--- config.mk ---
export PLATFORM = sky130hd
export DESIGN_NAME = partition_block_to_chs_core_flat
export DESIGN_NICKNAME = d
export VERILOG_FILES = /design/src/rtl/pbchs_pkg.sv /design/src/rtl/pbchs_if.sv /design/src/rtl/pbchs_ctrl.sv /design/src/rtl/pbchs_dp.sv /design/src/rtl/partition_block_to_chs_core.sv /design/src/flat_wrapper.sv
export VERILOG_INCLUDE_DIRS = /design/src /design/src/rtl
export SDC_FILE = /design/constraint.sdc
export NUM_CORES = 1
export LEC_CHECK = 0
export BUFFER_PORTS_ARGS = -buffer_cell sky130_fd_sc_hd__buf_2
export CAP_MARGIN = 25
export CELL_PAD_IN_SITES_DETAIL_PLACEMENT = 2
export CELL_PAD_IN_SITES_GLOBAL_PLACEMENT = 2
export CORE_AREA = 2 2 235 237
export CTS_CLUSTER_SIZE = 20
export DETAILED_ROUTE_END_ITERATION = 16
export DIE_AREA = 0 0 237 239
export PLACE_DENSITY = 0.9
export SYNTH_ARGS = -nofsm -noshare
export SYNTH_HDL_FRONTEND = slang
export SYNTH_HIERARCHICAL = 1
export SYNTH_SLANG_ARGS = --single-unit
--- constraint.sdc ---
create_clock -name clk -period 14.2 [get_ports clk]
set_input_delay 0.71 -clock clk [delete_from_list [all_inputs] [get_ports clk]]
set_output_delay 0.71 -clock clk [all_outputs]
set_load 0.03 [all_outputs]
--- src/rtl/assert_macros.svh ---
// Assertion macros shared by the RTL modules
`ifndef ASSERT_MACROS_SVH
`define ASSERT_MACROS_SVH
`ifndef SYNTHESIS
// concurrent check, disabled while reset is asserted
`define PB_ASSERT(lbl, clk, rst_n, prop, msg) \
    lbl: assert property (@(posedge clk) disable iff (!rst_n) prop) else $error(msg);
// concurrent check that also holds during reset
`define PB_ASSERT_NR(lbl, clk, prop, msg) \
    lbl: assert property (@(posedge clk) prop) else $error(msg);
`else
`define PB_ASSERT(lbl, clk, rst_n, prop, msg)
`define PB_ASSERT_NR(lbl, clk, prop, msg)
`endif
`endif

--- src/rtl/pbchs_pkg.sv ---
// Shared types and constants for the partition block to CHS translator
package pbchs_pkg;

    // configuration port
    localparam int CFG_IDX_W  = 3;
    localparam int CFG_DATA_W = 64;
    localparam logic [CFG_IDX_W-1:0] REG_HEADS = 3'd4;
    localparam logic [CFG_IDX_W-1:0] REG_SPT   = 3'd5;
    localparam logic [4:0] HEADS_RESET = 5'd16;
    localparam logic [7:0] SPT_RESET   = 8'd63;

    // field widths
    localparam int SEL_W   = 2;
    localparam int ABS_W   = 32;
    localparam int COUNT_W = 7;
    localparam int CYL_W   = 16;
    localparam int HEAD_W  = 4;
    localparam int SEC_W   = 8;

    // divider: divisor up to 31 heads * 255 sectors needs 13 bits
    localparam int PC_W   = 13;
    localparam int STEP_W = 6;
    localparam logic [STEP_W-1:0] STEPS_CYL  = 6'd32;
    localparam logic [STEP_W-1:0] STEPS_HEAD = 6'd13;

    // controller to datapath
    typedef struct packed {
        logic load;           // latch request, add start, check range
        logic div_cyl_start;  // divide absolute sector by sectors per cylinder
        logic div_head_start; // divide remainder by sectors per track
        logic pos_load;       // load head and sector counters
        logic emit;           // write one translated result
        logic emit_err;       // write the out-of-range result
    } cmd_t;

    // datapath to controller
    typedef struct packed {
        logic range_ok;
        logic count_zero;
        logic div_done;
        logic out_free;
        logic last_one;
    } sts_t;

endpackage

--- src/rtl/pbchs_if.sv ---
// Channel interfaces: request, result and configuration write
interface pbchs_req_if;
    logic                            valid;
    logic                            ready;
    logic [pbchs_pkg::SEL_W-1:0]     partition_sel;
    logic [pbchs_pkg::ABS_W-1:0]     rel_sector;
    logic [pbchs_pkg::COUNT_W-1:0]   sector_count;

    modport source (output valid, partition_sel, rel_sector, sector_count, input ready);
    modport sink   (input valid, partition_sel, rel_sector, sector_count, output ready);
endinterface

interface pbchs_res_if;
    logic                            valid;
    logic                            ready;
    logic [pbchs_pkg::CYL_W-1:0]     cylinder;
    logic [pbchs_pkg::HEAD_W-1:0]    head;
    logic [pbchs_pkg::SEC_W-1:0]     sector_num;
    logic                            status;
    logic                            last;

    modport source (output valid, cylinder, head, sector_num, status, last, input ready);
    modport sink   (input valid, cylinder, head, sector_num, status, last, output ready);
endinterface

interface pbchs_cfg_if;
    logic                                valid;
    logic                                ready;
    logic [pbchs_pkg::CFG_IDX_W-1:0]     index;
    logic [pbchs_pkg::CFG_DATA_W-1:0]    data;

    modport source (output valid, index, data, input ready);
    modport sink   (input valid, index, data, output ready);
endinterface

--- src/rtl/pbchs_ctrl.sv ---
// Request sequencer: load, range check, two divisions, result stream
`include "assert_macros.svh"

module pbchs_ctrl (
    input  logic              clk,
    input  logic              rst_n,
    input  logic              req_valid,
    output logic              req_ready,
    input  pbchs_pkg::sts_t   sts,
    output pbchs_pkg::cmd_t   cmd
);

    localparam logic [2:0] S_IDLE  = 3'd0;
    localparam logic [2:0] S_CHECK = 3'd1;
    localparam logic [2:0] S_DIV1  = 3'd2;
    localparam logic [2:0] S_DIV2  = 3'd3;
    localparam logic [2:0] S_EMIT  = 3'd4;
    localparam logic [2:0] S_ERR   = 3'd5;

    logic [2:0] state_reg;
    logic [2:0] state_next;

    // next state and commands
    always_comb
    begin
        state_next = state_reg;
        cmd        = '0;
        req_ready  = 1'b0;
        unique case (state_reg)
            S_IDLE:
            begin
                req_ready = 1'b1;
                if (req_valid)
                begin
                    cmd.load   = 1'b1;
                    state_next = S_CHECK;
                end
            end
            S_CHECK:
            begin
                if (!sts.range_ok)
                    state_next = S_ERR;
                else if (sts.count_zero)
                    state_next = S_IDLE;
                else
                begin
                    cmd.div_cyl_start = 1'b1;
                    state_next        = S_DIV1;
                end
            end
            S_DIV1:
            begin
                if (sts.div_done)
                begin
                    cmd.div_head_start = 1'b1;
                    state_next         = S_DIV2;
                end
            end
            S_DIV2:
            begin
                if (sts.div_done)
                begin
                    cmd.pos_load = 1'b1;
                    state_next   = S_EMIT;
                end
            end
            S_EMIT:
            begin
                if (sts.out_free)
                begin
                    cmd.emit = 1'b1;
                    if (sts.last_one)
                        state_next = S_IDLE;
                end
            end
            S_ERR:
            begin
                if (sts.out_free)
                begin
                    cmd.emit_err = 1'b1;
                    state_next   = S_IDLE;
                end
            end
            default:
            begin
                state_next = S_IDLE;
            end
        endcase
    end

    always_ff @(posedge clk or negedge rst_n)
    begin
        if (!rst_n)
            state_reg <= S_IDLE;
        else
            state_reg <= state_next;
    end

    // a result is only written into a free output register
    `PB_ASSERT(a_emit_slot, clk, rst_n, (cmd.emit || cmd.emit_err) |-> sts.out_free, "emit into busy output")
    // the sequencer waits for the divider
    `PB_ASSERT(a_div_wait, clk, rst_n, (state_reg == S_DIV1 && !sts.div_done) |=> (state_reg == S_DIV1), "left divide early")
    // an error request ends with its single result
    `PB_ASSERT(a_err_idle, clk, rst_n, cmd.emit_err |=> (state_reg == S_IDLE), "error result not final")

endmodule

--- src/rtl/pbchs_dp.sv ---
// Datapath: config registers, range check, radix-2 divider, CHS counters, output register
`include "assert_macros.svh"

module pbchs_dp #(
    parameter int NUM_PARTITIONS = 4,
    parameter int MAX_RUN        = 64
) (
    input  logic                               clk,
    input  logic                               rst_n,
    input  pbchs_pkg::cmd_t                    cmd,
    output pbchs_pkg::sts_t                    sts,
    input  logic [pbchs_pkg::SEL_W-1:0]        req_partition_sel,
    input  logic [pbchs_pkg::ABS_W-1:0]        req_rel_sector,
    input  logic [pbchs_pkg::COUNT_W-1:0]      req_sector_count,
    pbchs_cfg_if.sink                          cfg,
    pbchs_res_if.source                        res
);

    localparam int IW    = pbchs_pkg::CFG_IDX_W;
    localparam int SW    = pbchs_pkg::SEL_W;
    localparam int AW    = pbchs_pkg::ABS_W;
    localparam int CW    = pbchs_pkg::COUNT_W;
    localparam int PW    = pbchs_pkg::PC_W;
    localparam int TW    = pbchs_pkg::STEP_W;
    localparam int YW    = pbchs_pkg::CYL_W;
    localparam int CNT_W = $clog2(MAX_RUN + 1);

    // configuration registers
    logic [pbchs_pkg::CFG_DATA_W-1:0] region_reg [NUM_PARTITIONS];
    logic [4:0]                       heads_reg;
    logic [7:0]                       spt_reg;

    // request and walk state
    logic [AW-1:0]    abs_reg;
    logic             range_ok_reg;
    logic [CNT_W-1:0] remain_reg;
    logic [PW-1:0]    per_cyl_reg;

    // divider
    logic [AW-1:0]                    qd_reg;
    logic [PW-1:0]                    rem_reg;
    logic [PW-1:0]                    dvs_reg;
    logic [pbchs_pkg::STEP_W-1:0]     step_reg;

    // position counters
    logic [pbchs_pkg::CYL_W-1:0] cyl_reg;
    logic [4:0]                  head_reg;
    logic [7:0]                  sec_reg;

    // output register
    logic                           res_valid_reg;
    logic [pbchs_pkg::CYL_W-1:0]    res_cyl_reg;
    logic [pbchs_pkg::HEAD_W-1:0]   res_head_reg;
    logic [pbchs_pkg::SEC_W-1:0]    res_sec_reg;
    logic                           res_status_reg;
    logic                           res_last_reg;

    logic [pbchs_pkg::CFG_DATA_W-1:0] sel_region;
    logic                             sel_hit;
    logic [4:0]                       heads_eff;
    logic [7:0]                       spt_eff;
    logic [CNT_W-1:0]                 count_eff;
    logic [PW:0]                      trial;
    logic [PW:0]                      diff;
    logic                             ge;
    logic [PW-1:0]                    rem_step;
    logic                             sec_wrap;
    logic                             head_wrap;

    assign cfg.ready = 1'b1;

    // configuration writes
    always_ff @(posedge clk or negedge rst_n)
    begin
        if (!rst_n)
        begin
            for (int p = 0; p < NUM_PARTITIONS; p++)
                region_reg[p] <= '0;
            heads_reg <= pbchs_pkg::HEADS_RESET;
            spt_reg   <= pbchs_pkg::SPT_RESET;
        end
        else if (cfg.valid)
        begin
            for (int p = 0; p < NUM_PARTITIONS; p++)
                if (cfg.index == IW'(p))
                    region_reg[p] <= cfg.data;
            if (cfg.index == pbchs_pkg::REG_HEADS)
                heads_reg <= cfg.data[4:0];
            if (cfg.index == pbchs_pkg::REG_SPT)
                spt_reg <= cfg.data[7:0];
        end
    end

    // partition select; a selector past the table misses
    always_comb
    begin
        sel_hit    = 1'b0;
        sel_region = '0;
        for (int p = 0; p < NUM_PARTITIONS; p++)
            if (req_partition_sel == SW'(p))
            begin
                sel_hit    = 1'b1;
                sel_region = region_reg[p];
            end
    end

    // geometry with zero taken as one, run length saturated
    assign heads_eff = (heads_reg == 5'd0) ? 5'd1 : heads_reg;
    assign spt_eff   = (spt_reg == 8'd0) ? 8'd1 : spt_reg;
    assign count_eff = (req_sector_count > CW'(MAX_RUN)) ? CNT_W'(MAX_RUN)
                                                         : CNT_W'(req_sector_count);

    // one restoring-division step
    assign trial    = {rem_reg, qd_reg[AW-1]};
    assign diff     = trial - {1'b0, dvs_reg};
    assign ge       = (trial >= {1'b0, dvs_reg});
    assign rem_step = ge ? diff[PW-1:0] : trial[PW-1:0];

    assign sec_wrap  = (sec_reg == spt_eff - 8'd1);
    assign head_wrap = (head_reg == heads_eff - 5'd1);

    // request latch, range check and run counter
    always_ff @(posedge clk or negedge rst_n)
    begin
        if (!rst_n)
        begin
            range_ok_reg <= 1'b0;
            remain_reg   <= '0;
        end
        else if (cmd.load)
        begin
            range_ok_reg <= sel_hit && (req_rel_sector < sel_region[63:32]);
            remain_reg   <= count_eff;
        end
        else if (cmd.emit)
            remain_reg <= remain_reg - CNT_W'(1);
    end

    always_ff @(posedge clk)
    begin
        if (cmd.load)
            per_cyl_reg <= PW'(heads_eff) * PW'(spt_eff);
    end

    // divider step counter
    always_ff @(posedge clk or negedge rst_n)
    begin
        if (!rst_n)
            step_reg <= '0;
        else if (cmd.div_cyl_start)
            step_reg <= pbchs_pkg::STEPS_CYL;
        else if (cmd.div_head_start)
            step_reg <= pbchs_pkg::STEPS_HEAD;
        else if (step_reg != '0)
            step_reg <= step_reg - TW'(1);
    end

    // divider data: cylinder pass on the absolute sector, head pass on its remainder
    always_ff @(posedge clk)
    begin
        if (cmd.div_cyl_start)
        begin
            qd_reg  <= abs_reg;
            rem_reg <= '0;
            dvs_reg <= per_cyl_reg;
        end
        else if (cmd.div_head_start)
        begin
            qd_reg  <= {rem_reg, (AW - PW)'(0)};
            rem_reg <= '0;
            dvs_reg <= PW'(spt_eff);
        end
        else if (step_reg != '0)
        begin
            qd_reg  <= {qd_reg[AW-2:0], ge};
            rem_reg <= rem_step;
        end
    end

    // absolute sector and CHS position, stepped once per result
    always_ff @(posedge clk)
    begin
        if (cmd.load)
            abs_reg <= sel_region[31:0] + req_rel_sector;
        else if (cmd.emit)
            abs_reg <= abs_reg + AW'(1);

        if (cmd.div_head_start)
            cyl_reg <= qd_reg[pbchs_pkg::CYL_W-1:0];
        if (cmd.pos_load)
        begin
            head_reg <= qd_reg[4:0];
            sec_reg  <= rem_reg[7:0];
        end
        else if (cmd.emit)
        begin
            if (abs_reg == '1)
            begin
                // address wraps to sector zero
                cyl_reg  <= '0;
                head_reg <= '0;
                sec_reg  <= '0;
            end
            else if (sec_wrap)
            begin
                sec_reg <= '0;
                if (head_wrap)
                begin
                    head_reg <= '0;
                    cyl_reg  <= cyl_reg + YW'(1);
                end
                else
                    head_reg <= head_reg + 5'd1;
            end
            else
                sec_reg <= sec_reg + 8'd1;
        end
    end

    // output register
    always_ff @(posedge clk or negedge rst_n)
    begin
        if (!rst_n)
            res_valid_reg <= 1'b0;
        else if (cmd.emit || cmd.emit_err)
            res_valid_reg <= 1'b1;
        else if (res.ready)
            res_valid_reg <= 1'b0;
    end

    always_ff @(posedge clk)
    begin
        if (cmd.emit)
        begin
            res_cyl_reg    <= cyl_reg;
            res_head_reg   <= head_reg[pbchs_pkg::HEAD_W-1:0];
            res_sec_reg    <= sec_reg + 8'd1;
            res_status_reg <= 1'b0;
            res_last_reg   <= (remain_reg == CNT_W'(1));
        end
        else if (cmd.emit_err)
        begin
            res_cyl_reg    <= '0;
            res_head_reg   <= '0;
            res_sec_reg    <= '0;
            res_status_reg <= 1'b1;
            res_last_reg   <= 1'b1;
        end
    end

    assign res.valid      = res_valid_reg;
    assign res.cylinder   = res_cyl_reg;
    assign res.head       = res_head_reg;
    assign res.sector_num = res_sec_reg;
    assign res.status     = res_status_reg;
    assign res.last       = res_last_reg;

    // status to the sequencer
    assign sts.range_ok   = range_ok_reg;
    assign sts.count_zero = (remain_reg == '0);
    assign sts.div_done   = (step_reg == '0);
    assign sts.out_free   = !res_valid_reg || res.ready;
    assign sts.last_one   = (remain_reg == CNT_W'(1));

    `PB_ASSERT_NR(a_step_bound, clk, (!rst_n || step_reg <= pbchs_pkg::STEPS_CYL), "divider step count out of range")
    `PB_ASSERT(a_remain_dec, clk, rst_n, cmd.emit |=> (remain_reg == $past(remain_reg) - CNT_W'(1)), "run count not stepped")
    `PB_ASSERT(a_res_load, clk, rst_n, (cmd.emit || cmd.emit_err) |=> res_valid_reg, "result not presented")

endmodule

--- src/rtl/partition_block_to_chs_core.sv ---
// Top level of the partition block to CHS translator
//
// Each request is latched and has the partition start added, then its range
// is checked, then it takes two passes of a one-bit-per-cycle divider (the
// cylinder pass, then the head and sector pass); results then leave at one
// per cycle while the result side is ready. A new request is taken as soon
// as the last result of the previous run sits in the output register.
// Partition and geometry registers are written through the cfg channel,
// which is always ready; the user must write them only while no request
// is in flight, as the block itself does not enforce this.
module partition_block_to_chs_core #(
    parameter int NUM_PARTITIONS = 4,
    parameter int MAX_RUN        = 64
) (
    input  logic        clk,
    input  logic        rst_n,
    pbchs_req_if.sink   req,
    pbchs_res_if.source res,
    pbchs_cfg_if.sink   cfg
);

    pbchs_pkg::cmd_t cmd;
    pbchs_pkg::sts_t sts;

    // sequencer
    pbchs_ctrl u_ctrl (
        .clk       (clk),
        .rst_n     (rst_n),
        .req_valid (req.valid),
        .req_ready (req.ready),
        .sts       (sts),
        .cmd       (cmd)
    );

    // datapath
    pbchs_dp #(
        .NUM_PARTITIONS (NUM_PARTITIONS),
        .MAX_RUN        (MAX_RUN)
    ) u_dp (
        .clk               (clk),
        .rst_n             (rst_n),
        .cmd               (cmd),
        .sts               (sts),
        .req_partition_sel (req.partition_sel),
        .req_rel_sector    (req.rel_sector),
        .req_sector_count  (req.sector_count),
        .cfg               (cfg),
        .res               (res)
    );

endmodule

--- src/flat_wrapper.sv ---
// flat-port wrapper written by rule: the top's interface ports become plain ports
module partition_block_to_chs_core_flat 
#(
    parameter int NUM_PARTITIONS = 4,
    parameter int MAX_RUN        = 64
)
  (clk, rst_n, req_valid, req_partition_sel, req_rel_sector, req_sector_count, req_ready, res_valid, res_cylinder, res_head, res_sector_num, res_status, res_last, res_ready, cfg_valid, cfg_index, cfg_data, cfg_ready);
  pbchs_req_if req_i ();
  pbchs_res_if res_i ();
  pbchs_cfg_if cfg_i ();
  input  logic clk;
  input  logic rst_n;
  input wire logic [$bits(req_i.valid)-1:0] req_valid;
  input wire logic [$bits(req_i.partition_sel)-1:0] req_partition_sel;
  input wire logic [$bits(req_i.rel_sector)-1:0] req_rel_sector;
  input wire logic [$bits(req_i.sector_count)-1:0] req_sector_count;
  output wire logic [$bits(req_i.ready)-1:0] req_ready;
  output wire logic [$bits(res_i.valid)-1:0] res_valid;
  output wire logic [$bits(res_i.cylinder)-1:0] res_cylinder;
  output wire logic [$bits(res_i.head)-1:0] res_head;
  output wire logic [$bits(res_i.sector_num)-1:0] res_sector_num;
  output wire logic [$bits(res_i.status)-1:0] res_status;
  output wire logic [$bits(res_i.last)-1:0] res_last;
  input wire logic [$bits(res_i.ready)-1:0] res_ready;
  input wire logic [$bits(cfg_i.valid)-1:0] cfg_valid;
  input wire logic [$bits(cfg_i.index)-1:0] cfg_index;
  input wire logic [$bits(cfg_i.data)-1:0] cfg_data;
  output wire logic [$bits(cfg_i.ready)-1:0] cfg_ready;
  assign req_i.valid = req_valid;
  assign req_i.partition_sel = req_partition_sel;
  assign req_i.rel_sector = req_rel_sector;
  assign req_i.sector_count = req_sector_count;
  assign req_ready = req_i.ready;
  assign res_valid = res_i.valid;
  assign res_cylinder = res_i.cylinder;
  assign res_head = res_i.head;
  assign res_sector_num = res_i.sector_num;
  assign res_status = res_i.status;
  assign res_last = res_i.last;
  assign res_i.ready = res_ready;
  assign cfg_i.valid = cfg_valid;
  assign cfg_i.index = cfg_index;
  assign cfg_i.data = cfg_data;
  assign cfg_ready = cfg_i.ready;
  partition_block_to_chs_core #(.NUM_PARTITIONS(NUM_PARTITIONS), .MAX_RUN(MAX_RUN)) u_core (.clk(clk), .rst_n(rst_n), .req(req_i), .res(res_i), .cfg(cfg_i));
endmodule
==> results.md <==
* Drt total wl at slightly above 100000 µm
* Pint at roughly 3.5 mW
* Slowest cell delay on critical path at approximately 0.63 ns
* Crit Reg-Reg Startpoint: u_core/u_dp/spt_reg[3]$_DFFE_PN1P_
* Die width at roughly 240 µm
* Global route overflow at 0
* Worst setup endpoint: u_core/u_dp/per_cyl_reg[12]$_DFFE_PP_
* FF-to-FF End: u_core/u_dp/per_cyl_reg[12]$_DFFE_PP_
* IO Port Bufs at between 100 and 150
* Clk buf depth at 3
* Max-cap violations at 0
* Number of synthesized flops with an enable pin at between 100 and 150
* CTS tree: done
* Layout Nets at 2397
* Critical Path AT at 5.95 ns
* # rows at 86
* Number of I/O pins at 146
* CTS resizes at 0
* CP required at approximately 15 ns
* Ys async rst share at 63.92%
* HP Class: input port to async pin
* Bufs and invs on worst path at 1
* Max-slew violations at 0
* Largest delay share family, worst path: adder cells
* Comb pwr share at between 30 and 40%
* Status: finished, final reports clean
* Sequential share of power at between 30% and 40%
* Total number of vias at 19000
* Switching share of power at between 30 and 40%
* YS warnings at 6
* DR WL/cell at roughly 35 µm
* GP Congestion at around 0.84
* Flop-to-flop setup slack at 8.60 ns
* Slowest-stage cell, CP: fa_1
* Nature of the critical path endpoint: flip-flop
* Mapped Cells at roughly 2000
* Fillers at slightly above 5000
* Layout cells sized above 1 at between 20% and 30%
* Post-CTS setup buffer count at 0
* Critical path launch point: u_core/u_dp/spt_reg[3]$_DFFE_PN1P_
* Final setup viols at 0
* Number of flip-flops under the largest register name at roughly 260
* Final period util at 39.41%
* Initial core utilization at 45.20%
* Vias per cell at about 6.5
* Pre-antenna DRT Iters at 5
* Detail Route Antenna Nets at 0
* Commonest register cell after synthesis: dfrtp_1
* Gr usage total at between 30 and 40%
* Clk_lat worst skew at 0.65 ns
* Synth Register Bits at 449
* Cell variety after synth at 87
* Worst VDD drop at around 0.12 mV
* Worst-margin pin slew at ~1.1 ns
* Post-Route Skew at 0.04882 ns
* Syn avg cell area at around 12 µm²
* Initial antenna violation count at 8
* Die Y at around 240 µm
* Drt drc at 0
* Net Count, Synth at around 2300
* Global-route wire length before repair at around 140000 µm
* Cell Area, Synth at roughly 25000 µm²
* R2r worst-path depth at 16
* Hold buffers post-CTS at 0
* Switch Pwr at approximately 2.3 mW
* Die ar. at approximately 57000 µm²
* Final Hold Vio Count at 0
* Worst rel slew slack at around 26%
* Crit path cell chain: or4_4 > nor3_1 > o21ai_0 > fa_1 > fa_1 > fa_1 > inv_1 > ha_1 > a21o_1 > a21oi_1 > o21bai_1 > a21oi_1 > o21ai_0 > a21o_1 > a21oi_1 > xnor2_1
* Power Density at approximately 210 nW/µm²
* Pin count of the biggest net entering global routing at 79
* Final core occ at between 50% and 60%
* TritonCTS buffer count at between 50 and 60
* CP max FO at 11
* Root Buffer: clkbuf_16
* Initial DRC Count at about 1800
* CTS Sinks at ~450
* Core area at between 50000 and 60000 µm²
* HPWL after DPL at 56800 µm
* Seq/Total Area, Yosys at 47.86%
* WS Path Type: flip-flop to flip-flop
* H-tree depth at 2
* Clk network pwr share at a little over a quarter
* LEAKAGE at roughly 12 nW
* Number of stages on the worst setup path at 16
* Vias in the first global route at roughly 21000
* Post-layout min period at approximately 5.6 ns
* Clock slew at reported path FFs at 0.07 ns
* Syn-to-layout area delta at 13.55%
* Setup crit start kind: flip-flop
* Fin Setup TNS at 0 ns
* Max frequency at 0.1787 GHz
* RSZ-0062 raised after global routing: no
==> metal layers <==
layer / global-route usage (%) / routed length, µm / part of all wire (%)
met1: 38.99 / 37930 / 37
met2: 59.62 / 51570 / 50
met3: 5.381 / 5822 / 5.7
met4: 17.40 / 6989 / 6.8
met5: 0 / 21 / 0.021
==> cells in the mapped netlist (9+ instances only) <==
master    count  area share [%]
dfrtp_1     280              29
mux2_2      277              13
edfxtp_1    132              16
nand2_1     117             1.8
ha_1        106             5.4
inv_1       105             1.6
o21ai_0      89             1.8
nor2_1       87             1.3
a21oi_1      78             1.6
clkbuf_1     75             1.1
mux4_2       64             5.9
xnor2_1      61             2.2
xor2_1       52             1.9
and2_1       51             1.3
nand3_1      48            0.98
nor3_1       33            0.67
a21o_1       30            0.92
dfxtp_1      30             2.4
mux2i_1      29             1.2
fa_1         20             1.6
a22o_1       19            0.68
and3_1       18            0.46
nor2b_1      16            0.41
a211oi_1     15            0.46
nand4_1      15            0.38
buf_1        13            0.20
or3_1        11            0.28
o21bai_1     10            0.31
o31ai_1      10            0.31
nand2b_1      9            0.23
==> power by group through the flow <==
stage | logic [mW] | clock network (mW) | registers, mW
CTS | 1.99 | 1.54 | 2.16
global placement | 1.64 | 0 | 2.08
floorplan | 1.32 | 0 | 2.00
detailed placement | 1.84 | 0 | 2.14
finish | 2.07 | 1.54 | 2.20
global route | 2.20 | 1.60 | 2.22
==> stage by stage <==
step	cells	total power, mW	worst slack (ns)	hold WS [ns]	area, µm²
floorplan	2038	3.312	9.423	0.4144	24560
global placement	2805	3.717	8.881	0.4497	25920
detailed placement	2805	3.976	8.755	0.4899	25920
CTS	2902	5.694	8.683	0.1004	27800
global route	2911	6.012	8.407	0.1410	27890
finish	2912	5.814	8.604	0.09243	27890
==> worst reg2reg max path, delay by kind of cell (launching register included) <==
kind	cells	cell delay, ns
AOI/OAI and AO/OA	8	1.66
xor gates and xnor gates	1	0.12
adders and majority gates	4	2.11
buffers and inverters	1	0.09
DFF	1	0.47
and+or+nand+nor	2	0.90
==> final cells by class <==
type | count | area [µm²] | share of cell area, %
Multi-Input combinational cell | 1387 | 12030 | 43.15
Inverter | 105 | 394.1 | 1.413
Sequential cell | 449 | 11760 | 42.15
Tap cell | 704 | 880.8 | 3.159
Timing Repair Buffer | 163 | 920.9 | 3.302
Antenna cell | 7 | 17.52 | 0.06281
Clock inverter | 23 | 402.9 | 1.445
Clock buffer | 74 | 1484 | 5.321
==> how the worst min path moves through the flow <==
stage                                             start                                     end  slack (ns)  cells past startpoint
detailed placement  u_core/u_dp/res.status$_SDFFE_PP0P_     u_core/u_dp/res.status$_SDFFE_PP0P_        0.49                      2
finish                                            rst_n     u_core/u_dp/step_reg[1]$_DFFE_PN0P_        0.09                      1
global placement    u_core/u_dp/res.status$_SDFFE_PP0P_     u_core/u_dp/res.status$_SDFFE_PP0P_        0.45                      2
CTS                                               rst_n  u_core/u_ctrl/state_reg[0]$_DFFE_PN0P_        0.10                      1
global route                                      rst_n     u_core/u_dp/step_reg[5]$_DFFE_PN0P_        0.14                      1
floorplan                                         rst_n  u_core/u_ctrl/state_reg[0]$_DFFE_PN0P_        0.41                      0
==> cell families after synthesis <==
logic type / synth area share (%)
XOR/XNOR: 4.127
flip-flops: 47.86
other: 0.01527
AND/OR/NAND/NOR: 9.491
buffers and inverters: 3.291
multiplexers: 19.75
adder cells (fa/ha/maj): 7.030
AO/OA/AOI/OAI: 8.432
==> layout by cell type (no fill, tap or decap), drive strengths merged, types with 19 or more instances in the layout <==
master and instances:
dfxtp 30, xor2 52, buf 162, dfrtp 280, edfxtp 132, inv 105
nand3 48, and3 19, clkbuf 74, a22o 19, fa 20, ha 106
o21ai 91, mux2 277, mux4 64, a21o 30, mux2i 29, a21oi 78
nand2 119, nor3 35, xnor2 61, nor2 88, and2 54
(Power assumes the default switching activity.)
